## src/design/gmd_pkg.sv

```systemverilog
// Shared constants, types and control structs of the gradient magnitude and direction unit.
// Depends on nothing; every other file of the block uses it.
package gmd_pkg;

	localparam int MAX_WIDTH  = 1024;
	localparam int MAX_HEIGHT = 1024;
	localparam int COL_W      = $clog2(MAX_WIDTH);
	localparam int ADDR_W     = COL_W + 1;
	localparam int ROW_W      = $clog2(MAX_HEIGHT);
	localparam int W_W        = $clog2(MAX_WIDTH + 1);
	localparam int H_W        = $clog2(MAX_HEIGHT + 1);

	localparam int CFG_W      = 11;
	localparam int CFG_IDX_W  = 4;
	localparam logic [CFG_IDX_W-1:0] REG_FRAME_WIDTH  = CFG_IDX_W'(0);
	localparam logic [CFG_IDX_W-1:0] REG_FRAME_HEIGHT = CFG_IDX_W'(1);
	localparam logic [CFG_W-1:0] FRAME_WIDTH_RST  = CFG_W'(640);
	localparam logic [CFG_W-1:0] FRAME_HEIGHT_RST = CFG_W'(480);

	localparam int SQ_W       = 16;
	localparam int SUM_W      = 17;
	localparam int QUO_W      = 29;
	localparam int SQ_RAD_W   = 30;
	localparam int SQ_ROOT_W  = 15;
	localparam int SQRT_STEPS = 15;
	localparam int DIV_STEPS  = QUO_W;
	localparam int SQ_CNT_W   = $clog2(SQRT_STEPS + 1);
	localparam int DIV_CNT_W  = $clog2(DIV_STEPS + 1);
	localparam int MAG_W      = 13;
	localparam int DIR_W      = 16;
	localparam logic [SQ_ROOT_W-1:0] UNIT_ONE = SQ_ROOT_W'(16384);

	typedef enum logic [1:0] {
		CAP_LEFT,
		CAP_RIGHT,
		CAP_MID,
		CAP_UP
	} cap_t;

	typedef struct packed {
		logic              mem_rd;
		logic              mem_we;
		logic [ADDR_W-1:0] mem_addr;
		logic              cap_en;
		cap_t              cap;
		logic              pix_ld;
		logic              down_pix;
		logic              mul;
		logic              sq_start;
		logic              sq_mag;
		logic              div_start;
		logic              div_x;
		logic              st_mag;
		logic              st_dir_y;
		logic              st_dir_x;
		logic              zero_dir;
		logic              out_load;
		logic              frame_end;
	} cmd_t;

	typedef struct packed {
		logic sq_done;
		logic div_done;
		logic sum_zero;
	} sts_t;

endpackage

```

## src/design/gmd_ctrl.sv

```systemverilog
// Controller: register file, raster counters and the sequencer of one request.
// Depends on gmd_pkg; drives gmd_dp through cmd_t and reads sts_t.
module gmd_ctrl (
	input  logic                          clk,
	input  logic                          arst_n,
	input  logic                          in_valid,
	input  logic                          in_func,
	output logic                          in_ready,
	output logic                          out_valid,
	input  logic                          out_ready,
	input  logic                          cfg_valid,
	input  logic [gmd_pkg::CFG_IDX_W-1:0] cfg_index,
	input  logic [gmd_pkg::CFG_W-1:0]     cfg_data,
	output logic                          cfg_ready,
	output gmd_pkg::cmd_t                 cmd,
	input  gmd_pkg::sts_t                 sts
);
	import gmd_pkg::*;

	localparam logic [4:0] S_IDLE  = 5'd0;
	localparam logic [4:0] S_RD0   = 5'd1;
	localparam logic [4:0] S_RD1   = 5'd2;
	localparam logic [4:0] S_RD2   = 5'd3;
	localparam logic [4:0] S_RD3   = 5'd4;
	localparam logic [4:0] S_RD4   = 5'd5;
	localparam logic [4:0] S_WR    = 5'd6;
	localparam logic [4:0] S_MUL   = 5'd7;
	localparam logic [4:0] S_MAGGO = 5'd8;
	localparam logic [4:0] S_MAGW  = 5'd9;
	localparam logic [4:0] S_DXGO  = 5'd10;
	localparam logic [4:0] S_DXW   = 5'd11;
	localparam logic [4:0] S_SXGO  = 5'd12;
	localparam logic [4:0] S_SXW   = 5'd13;
	localparam logic [4:0] S_DYGO  = 5'd14;
	localparam logic [4:0] S_DYW   = 5'd15;
	localparam logic [4:0] S_SYGO  = 5'd16;
	localparam logic [4:0] S_SYW   = 5'd17;
	localparam logic [4:0] S_OUT   = 5'd18;

	logic [4:0]       state_q, state_d;
	logic [CFG_W-1:0] fw_q, fh_q;
	logic [COL_W-1:0] col_q, flush_q;
	logic [ROW_W-1:0] row_q;
	logic             drain_q, out_valid_q;

	logic [COL_W-1:0] c_q, lc_q, rc_q;
	logic             qpar_q, qpos_q, wpar_q, emit_q, we_q, last_q, flush_item_q;

	logic [W_W-1:0]   wc;
	logic [H_W-1:0]   hc;
	logic [COL_W-1:0] cc, c_pix, c_fl;
	logic [ROW_W-1:0] q;
	logic             last, accept, emit, wr, row_end;

	always_comb begin
		if (fw_q == '0) wc = W_W'(1);
		else if (32'(fw_q) > MAX_WIDTH) wc = W_W'(MAX_WIDTH);
		else wc = W_W'(fw_q);
		if (fh_q == '0) hc = H_W'(1);
		else if (32'(fh_q) > MAX_HEIGHT) hc = H_W'(MAX_HEIGHT);
		else hc = H_W'(fh_q);
	end

	assign c_pix   = (W_W'(col_q) < wc) ? col_q : COL_W'(wc - W_W'(1));
	assign c_fl    = (W_W'(flush_q) < wc) ? flush_q : COL_W'(wc - W_W'(1));
	assign cc      = in_func ? c_fl : c_pix;
	assign last    = (W_W'(cc) + W_W'(1)) >= wc;
	assign row_end = (H_W'(row_q) + H_W'(1)) >= hc;
	assign accept  = in_valid && in_ready;
	// A flush outside a drain and a pixel during a drain both do nothing.
	assign emit    = in_func ? drain_q : (!drain_q && row_q != '0);
	assign wr      = !in_func && !drain_q;
	assign q       = in_func ? row_q : row_q - ROW_W'(1);

	assign in_ready  = state_q == S_IDLE;
	assign cfg_ready = 1'b1;
	assign out_valid = out_valid_q;

	always_ff @(posedge clk or negedge arst_n) begin
		if (!arst_n) begin
			fw_q <= FRAME_WIDTH_RST;
			fh_q <= FRAME_HEIGHT_RST;
		end else if (cfg_valid) begin
			if (cfg_index == REG_FRAME_WIDTH) fw_q <= cfg_data;
			if (cfg_index == REG_FRAME_HEIGHT) fh_q <= cfg_data;
		end
	end

	always_ff @(posedge clk or negedge arst_n) begin
		if (!arst_n) begin
			state_q     <= S_IDLE;
			col_q       <= '0;
			row_q       <= '0;
			flush_q     <= '0;
			drain_q     <= 1'b0;
			out_valid_q <= 1'b0;
		end else begin
			state_q <= state_d;
			if (cmd.out_load) out_valid_q <= 1'b1;
			else if (out_ready) out_valid_q <= 1'b0;
			if (accept) begin
				if (in_func) begin
					if (drain_q) begin
						if (last) begin
							drain_q <= 1'b0;
							row_q   <= '0;
							col_q   <= '0;
							flush_q <= '0;
						end else begin
							flush_q <= cc + COL_W'(1);
						end
					end
				end else if (!drain_q) begin
					if (last) begin
						col_q <= '0;
						if (row_end) begin
							drain_q <= 1'b1;
							flush_q <= '0;
						end else begin
							row_q <= row_q + ROW_W'(1);
						end
					end else begin
						col_q <= cc + COL_W'(1);
					end
				end
			end
		end
	end

	always_ff @(posedge clk) begin
		if (accept) begin
			c_q          <= cc;
			lc_q         <= (cc != '0) ? cc - COL_W'(1) : cc;
			rc_q         <= last ? cc : cc + COL_W'(1);
			qpar_q       <= q[0];
			qpos_q       <= q != '0;
			wpar_q       <= row_q[0];
			emit_q       <= emit;
			we_q         <= wr;
			last_q       <= in_func && last;
			flush_item_q <= in_func;
		end
	end

	always_comb begin
		state_d       = state_q;
		cmd           = '0;
		cmd.cap       = CAP_LEFT;
		cmd.frame_end = last_q;
		cmd.down_pix  = !flush_item_q;
		cmd.pix_ld    = accept;
		unique case (state_q)
			S_IDLE: begin
				if (accept) begin
					if (emit) state_d = S_RD0;
					else if (wr) state_d = S_WR;
				end
			end
			S_RD0: begin
				cmd.mem_rd   = 1'b1;
				cmd.mem_addr = {qpar_q, lc_q};
				state_d      = S_RD1;
			end
			S_RD1: begin
				cmd.mem_rd   = 1'b1;
				cmd.mem_addr = {qpar_q, rc_q};
				cmd.cap_en   = 1'b1;
				cmd.cap      = CAP_LEFT;
				state_d      = S_RD2;
			end
			S_RD2: begin
				cmd.mem_rd   = 1'b1;
				cmd.mem_addr = {qpar_q, c_q};
				cmd.cap_en   = 1'b1;
				cmd.cap      = CAP_RIGHT;
				state_d      = S_RD3;
			end
			S_RD3: begin
				// On the first row the upper neighbor is the pixel itself.
				cmd.mem_rd   = 1'b1;
				cmd.mem_addr = {qpos_q ? !qpar_q : qpar_q, c_q};
				cmd.cap_en   = 1'b1;
				cmd.cap      = CAP_MID;
				state_d      = S_RD4;
			end
			S_RD4: begin
				cmd.cap_en = 1'b1;
				cmd.cap    = CAP_UP;
				state_d    = we_q ? S_WR : S_MUL;
			end
			S_WR: begin
				cmd.mem_we   = 1'b1;
				cmd.mem_addr = {wpar_q, c_q};
				state_d      = emit_q ? S_MUL : S_IDLE;
			end
			S_MUL: begin
				cmd.mul = 1'b1;
				state_d = S_MAGGO;
			end
			S_MAGGO: begin
				cmd.sq_start = 1'b1;
				cmd.sq_mag   = 1'b1;
				state_d      = S_MAGW;
			end
			S_MAGW: begin
				if (sts.sq_done) begin
					cmd.st_mag = 1'b1;
					if (sts.sum_zero) begin
						cmd.zero_dir = 1'b1;
						state_d      = S_OUT;
					end else begin
						state_d = S_DXGO;
					end
				end
			end
			S_DXGO: begin
				cmd.div_start = 1'b1;
				cmd.div_x     = 1'b1;
				state_d       = S_DXW;
			end
			S_DXW: if (sts.div_done) state_d = S_SXGO;
			S_SXGO: begin
				cmd.sq_start = 1'b1;
				state_d      = S_SXW;
			end
			S_SXW: begin
				if (sts.sq_done) begin
					cmd.st_dir_y = 1'b1;
					state_d      = S_DYGO;
				end
			end
			S_DYGO: begin
				cmd.div_start = 1'b1;
				state_d       = S_DYW;
			end
			S_DYW: if (sts.div_done) state_d = S_SYGO;
			S_SYGO: begin
				cmd.sq_start = 1'b1;
				state_d      = S_SYW;
			end
			S_SYW: begin
				if (sts.sq_done) begin
					cmd.st_dir_x = 1'b1;
					state_d      = S_OUT;
				end
			end
			S_OUT: begin
				if (!out_valid_q || out_ready) begin
					cmd.out_load = 1'b1;
					state_d      = S_IDLE;
				end
			end
			default: state_d = S_IDLE;
		endcase
	end
endmodule

```

## config.mk

```make
export PLATFORM = sky130hd
export DESIGN_NAME = gmd_ctrl
export DESIGN_NICKNAME = d
export VERILOG_FILES = /design/src/design/gmd_pkg.sv /design/src/design/gmd_ctrl.sv
export SDC_FILE = /design/constraint.sdc
export NUM_CORES = 1
export LEC_CHECK = 0
export BUFFER_PORTS_ARGS = -buffer_cell sky130_fd_sc_hd__buf_2
export CAP_MARGIN = 40
export CORE_ASPECT_RATIO = 0.7
export CORE_MARGIN = 8
export CORE_UTILIZATION = 61
export DETAILED_ROUTE_END_ITERATION = 16
export PLACE_DENSITY_LB_ADDON = 0.12
export SLEW_MARGIN = 25
export SYNTH_ARGS = -nofsm -noshare
export SYNTH_HDL_FRONTEND = slang
export SYNTH_SLANG_ARGS = --single-unit
```

## constraint.sdc

```tcl
create_clock -name clk -period 8.5 [get_ports clk]
set_clock_uncertainty 0.15 [all_clocks]
set_input_delay 0 -clock clk [delete_from_list [all_inputs] [get_ports clk]]
set_output_delay 0 -clock clk [all_outputs]
set_load 0.01 [all_outputs]
```

## After elaboration in Yosys (flattened, before gate mapping)

Cells that the tools add are included.

- Register bits after elaboration: 96
- Input bits: 24
- Output and inout bits: 32
- Logic and storage cells: 156

- Add/sub/neg operators: 7
- Magnitude comparators: 6
- Equality and inequality tests: 31
- Muxes and demuxes: 65
- Reductions and logical operators: 29

Operator list:

| cell | number |
|---|---|
| 2-to-1 mux 10 bit | 20 |
| one-hot mux 5 bit (19 select lines) | 1 |
| one-hot mux 11 bit (5 select lines) | 1 |
| 2-to-1 mux 5 bit | 10 |
| 2-to-1 mux 11 bit | 4 |
| equality test 5 x 4 -> 1 bit, second input constant | 8 |
| nonzero test 10 bit | 3 |
| subtractor 10 x 1 -> 10 bit, second input constant | 3 |
| 2-to-1 mux 1 bit | 27 |
| adder 10 x 1 -> 11 bit, second input constant | 2 |
| greater-or-equal comparator 11 bit | 2 |
| > comparator 11 bit, second input constant | 2 |
| logical NOT 11 bit | 2 |
| < comparator 10 x 11 -> 1 bit | 2 |
| adder 10 x 1 -> 10 bit, second input constant | 2 |
| equality test 5 x 3 -> 1 bit, second input constant | 4 |
| != test 2 bit, second input constant | 8 |
| equality test 5 bit, second input constant | 3 |
| one-hot mux 3 bit (4 select lines) | 1 |
| equality test 5 x 2 -> 1 bit, second input constant | 2 |
| AND reduction 8 bit | 1 |
| != test 2 x 1 -> 1 bit, second input constant | 3 |
| AND reduction 6 bit | 1 |
| nonzero test 2 bit | 3 |
| other kinds (15) | 23 |

## Longest topological paths before layout

- Depth after elaboration: 11
- Depth in mapped cells: 27

## Worst setup path after synthesis

Ideal clock, no wire load.

- Kind: flip-flop to flip-flop
- From: reg fw_q[10]
- To: reg row_q[0]
- Arrival: 5.912 ns
- Slack: 2.314 ns
- Stages on the path, launching flop included: 25
- Path buffers: 2
- Clock period less this slack: 6.186 ns
- Path through: dfrtp_1 > buf_2 > inv_1 > buf_1 > nand2_1 > ha_1 > nand3_1 > or3_4 > a311oi_4 > nor4_1 > or4_4 > inv_1 > ha_1 > inv_1 > nor4_4 > and3_1 > nor2_1 > ha_1 > a211oi_1 > nand2_1 > a31o_2 > a221o_1 > and3_1 > o21ai_1 > mux2_2

- Cells in the longest elaborated chain, start to end: 10
- Elaborated cells between the ends (all ways): 15
- Those cells by class: add/sub: 2; order compare: 4; eq/ne: 1; mux: 5; reduce/logical: 3

RTL lines:

| element | RTL line | source |
|---|---|---|
| from (decl) | gmd_ctrl.sv:41 | `logic [CFG_W-1:0] fw_q, fh_q;` |
| from (signal assigned) | gmd_ctrl.sv:84 | `if (cfg_index == REG_FRAME_WIDTH) fw_q <= cfg_data;` |
| > comparator 11 bit | gmd_ctrl.sv:57 | `else if (32'(fw_q) > MAX_WIDTH) wc = W_W'(MAX_WIDTH);` |
| 2-to-1 mux 11 bit | gmd_ctrl.sv:57 |  |
| 2-to-1 mux 11 bit * | gmd_ctrl.sv:56 | `if (fw_q == '0) wc = W_W'(1);` |
| subtractor 10 x 1 -> 10 bit (tied with other cells) | gmd_ctrl.sv:64, gmd_ctrl.sv:65 |  |
| 2-to-1 mux 10 bit, on equally long branches | gmd_ctrl.sv:64, gmd_ctrl.sv:65 |  |
| 2-to-1 mux 10 bit | gmd_ctrl.sv:66 | `assign cc = in_func ? c_fl : c_pix;` |
| adder 10 x 1 -> 11 bit | gmd_ctrl.sv:67 | `assign last = (W_W'(cc) + W_W'(1)) >= wc;` |
| greater-or-equal comparator 11 bit * | gmd_ctrl.sv:67 |  |
| != test 2 x 1 -> 1 bit (no source line) or nonzero test 2 bit (tied branches) | -- |  |
| AND reduction 6 bit (no source line) * | -- |  |
| to (signal assigned) | gmd_ctrl.sv:120 | `row_q <= row_q + ROW_W'(1);` |
| to (decl) | gmd_ctrl.sv:43 | `logic [ROW_W-1:0] row_q;` |

Mark *: on every way between the ends. The rest lies on a longest branch, timed or not.
A chain may end at the register's enable or synchronous reset.

## Worst setup path after layout

- From: reg fw_q[10]
- To: reg row_q[5]

The elaborated chain is that of the path after synthesis.

==> run metrics <==
placed insts approximately 860; detailed-route DRC error count 0; CTS Buf Count 9; worst-margin pin slew around 0.8 ns; 1st-pass router iterations 5; CP Buf/Inv Count 4; CP Capture Point row_q[5]; Die Area 14600 um^2; Initial Utilization a little over 60%; setup violators final 0; CTS Sinks 96; starting DRC count in detailed routing around 530; synthesized flop and latch total 96; yosys warns 0; CTS tree done; Max IR drop VDD about 0.00019 V; via count around 5600; FFs w/ async S/R, synth about three fifths; clock transition at the registers of the reported paths 0.07 ns; WP data required 8.58 ns; worst min-delay path class in -> async; Post-Synthesis Cells roughly 700; Pwr per Cell Area roughly 400 nW/um^2; RR Startpoint fw_q[10]; Final Hold Viols 0; status complete, no violations; syn nets just under 800; Area Overhead vs Synth 14.3%; Crit Reg-Reg Endpoint row_q[5]; Top FF cell, synth dfrtp_1; Final Net Count 837; f_max roughly 0.14 GHz; Rel. slew slack around 47%; Post-Syn Area roughly 6700 um^2; MaxCap Viol Count 0; Worst Reg-to-Reg Cells 23; Die Height between 100 and 150 um; Root Driver clkbuf_16; Place WS approximately 1.2 ns; CP Capture Type flip-flop; share of cells above drive strength 1 between 10% and 20%; cell mode on critical path inv_1; sequential area share after synthesis 38.9%; post-DR wirelength/cell between 15 and 20 um; maximum clock path buffer count 2; largest net degree at the start of global routing 60; Ports 56; Setup Fix Bufs, Post-CTS 0; worst skew pair latency ~0.35 ns; crit path kind reg -> reg; hold slack 0.0307 ns; Total GRT Usage 23.9%; cts hold-fix bufs 26; Static Leak roughly 3.4 nW; Stages on worst setup path 23; dpl hpwl between 10000 and 15000 um; critical-path maximum fanout 16; Cell Rows 32; slack of the worst reg-to-reg path between 1 and 1.5 ns; global-route wire length before repair between 20000 and 30000 um; Die Span X around 140 um; vias in the first global route 5391; Crit-path slowest cell dfrtp_1; fin. max-slew vios 0; setup ws final ~1.1 ns; routability cong. between 0.9 and 1; PortBufs between 50 and 60; Vias/cell a little over 6; Setup Total Neg Slack 0 ns; RSZ-0062 raised after global routing false; CP Launch Type flip-flop; Critical Path AT around 7.4 ns; delay-heaviest family, CP simple AND/OR/NAND/NOR gates; crit path from fw_q[10]; Post-Layout Cell Count between 900 and 1000; Core Footprint 10800 um^2; Max stage delay on crit path between 0.5 and 0.6 ns; H-tree depth 3; min Tclk post-route approximately 7.4 ns; critical path, cell by cell inv_1 -> nand2_1 -> ha_1 -> nand3_1 -> or3_4 -> a311oi_4 -> nor4_1 -> or4_4 -> inv_1 -> ha_1 -> inv_1 -> nor4_4 -> and3_1 -> nor2_1 -> ha_1 -> a211oi_1 -> nand2_1 -> a31o_2 -> a221o_1 -> inv_1 -> a21o_1 -> nor4_1 -> a311o_1; Post-synth EDFFs 37; final period utilization 86.5%; Inserted Diodes 0; initial antenna violation count 0; Yosys cell types 75; DRT Wirelength about 17000 um; remaining antenna violation count 0; syn avg cell area around 9.5 um^2; Overflow after GRT 0; CTS resizes 0
worst min path at each step:
stage | endpoint | slack, ns
global route | fh_q[9] | 0.08
finish | fh_q[9] | 0.03
floorplan | col_q[0] | -0.45
CTS | fw_q[6] | 0.08
global placement | row_q[8] | 0.05
detailed placement | row_q[9] | 0.05
area by class of cell:
cell class	count	area [um^2]
tap	136	170
timing repair buffer	87	611
clock buffer	9	225
sequential	96	2590
fill	844	3190
clock inverter	7	78.8
multi-input combinational	528	3770
inverter	42	163
state kept, by name, indices dropped and copies added (netlist names), 5 cells and up:
signal / flops
c_q: 10
col_q: 10
fh_q: 11
flush_q: 10
fw_q: 11
lc_q: 10
rc_q: 10
row_q: 10
state_q: 5
tightest hold or removal path, stage by stage:
cell and delay [ns]:
dlygate4sd3_1 0.52, buf_2 0.10, buf_4 0.31
stage by stage:
step | instance area, um^2 | util [%] | power (mW)
3_3_place_gp | 6990 | 64.6 | 2.51
4_1_cts | 7600 | 70.3 | 3.02
3_5_place_dp | 7030 | 65.0 | 2.57
6_report | 7620 | 70.5 | 3.02
2_1_floorplan | 6660 | - | 2.13
5_1_grt | 7620 | 70.5 | 3.26
layout by cell type (no fill, tap or decap), drive strengths merged, types with 3 or more instances in the layout:
cell type / count
a211o: 3
a211oi: 4
a21o: 8
a21oi: 32
a222oi: 10
a22o: 6
a31oi: 8
and2: 4
and3: 14
buf: 61
clkbuf: 9
clkinv: 6
dfrtp: 53
dfstp: 6
dlygate4sd3: 26
edfxtp: 37
ha: 49
inv: 41
mux2: 28
mux2i: 18
nand2: 85
nand2b: 11
nand3: 23
nand3b: 3
nand4: 10
nor2: 48
nor2b: 4
nor3: 27
nor4: 13
o211ai: 3
o21a: 4
o21ai: 34
o311ai: 3
o31ai: 13
o41ai: 4
or3: 3
or4: 5
xnor2: 21
xor2: 5
synthesized netlist by cell type (10+ instances only):
| cell type | count | area share [%] |
|---|---|---|
| a222oi_1 | 10 | 1.5 |
| nand3_1 | 22 | 1.7 |
| and3_1 | 14 | 1.3 |
| nand4_1 | 10 | 0.94 |
| nor2_1 | 45 | 2.5 |
| o31ai_1 | 13 | 1.5 |
| dfrtp_1 | 53 | 20 |
| nand2b_1 | 11 | 1.0 |
| xnor2_1 | 21 | 2.8 |
| o21ai_0 | 31 | 2.3 |
| nor3_1 | 21 | 1.6 |
| a21oi_1 | 32 | 2.4 |
| nor4_1 | 11 | 1.0 |
| inv_1 | 36 | 2.0 |
| ha_1 | 49 | 9.2 |
| mux2i_1 | 17 | 2.6 |
| mux2_2 | 28 | 4.7 |
| edfxtp_1 | 37 | 17 |
| nand2_1 | 85 | 4.8 |
| clkbuf_1 | 20 | 1.1 |
routing by layer:
layer | global-route usage [%] | up-vias | part of all wire (%)
li1 | - | 2719 | -
met1 | 33.3 | 2684 | 46
met2 | 37.5 | 220 | 44
met3 | 5.50 | 15 | 8.5
met4 | 5.35 | 0 | 0.96
met5 | 0 | - | 0
cell families (layout without fill, tap and decap cells):
kind of cell             Yosys count  in the layout  synth area share, %
XOR/XNOR                          26             26                 3.42
multiplexers                      46             46                 7.62
buffers and inverters             75            145                 4.64
AND/OR/NAND/NOR                  257            257                 20.2
other                              1              1               0.0563
AO/OA/AOI/OAI                    149            149                 15.9
adder cells (fa/ha/maj)           49             49                 9.20
flip-flops                        96             96                 38.9
where the power goes:
group | internal [mW] | switching (mW)
Clock | 0.232 | 0.187
Sequential | 0.669 | 0.157
Combinational | 0.709 | 1.07
Total | 1.61 | 1.42
Note: power is estimated with default switching activity, not from simulation.
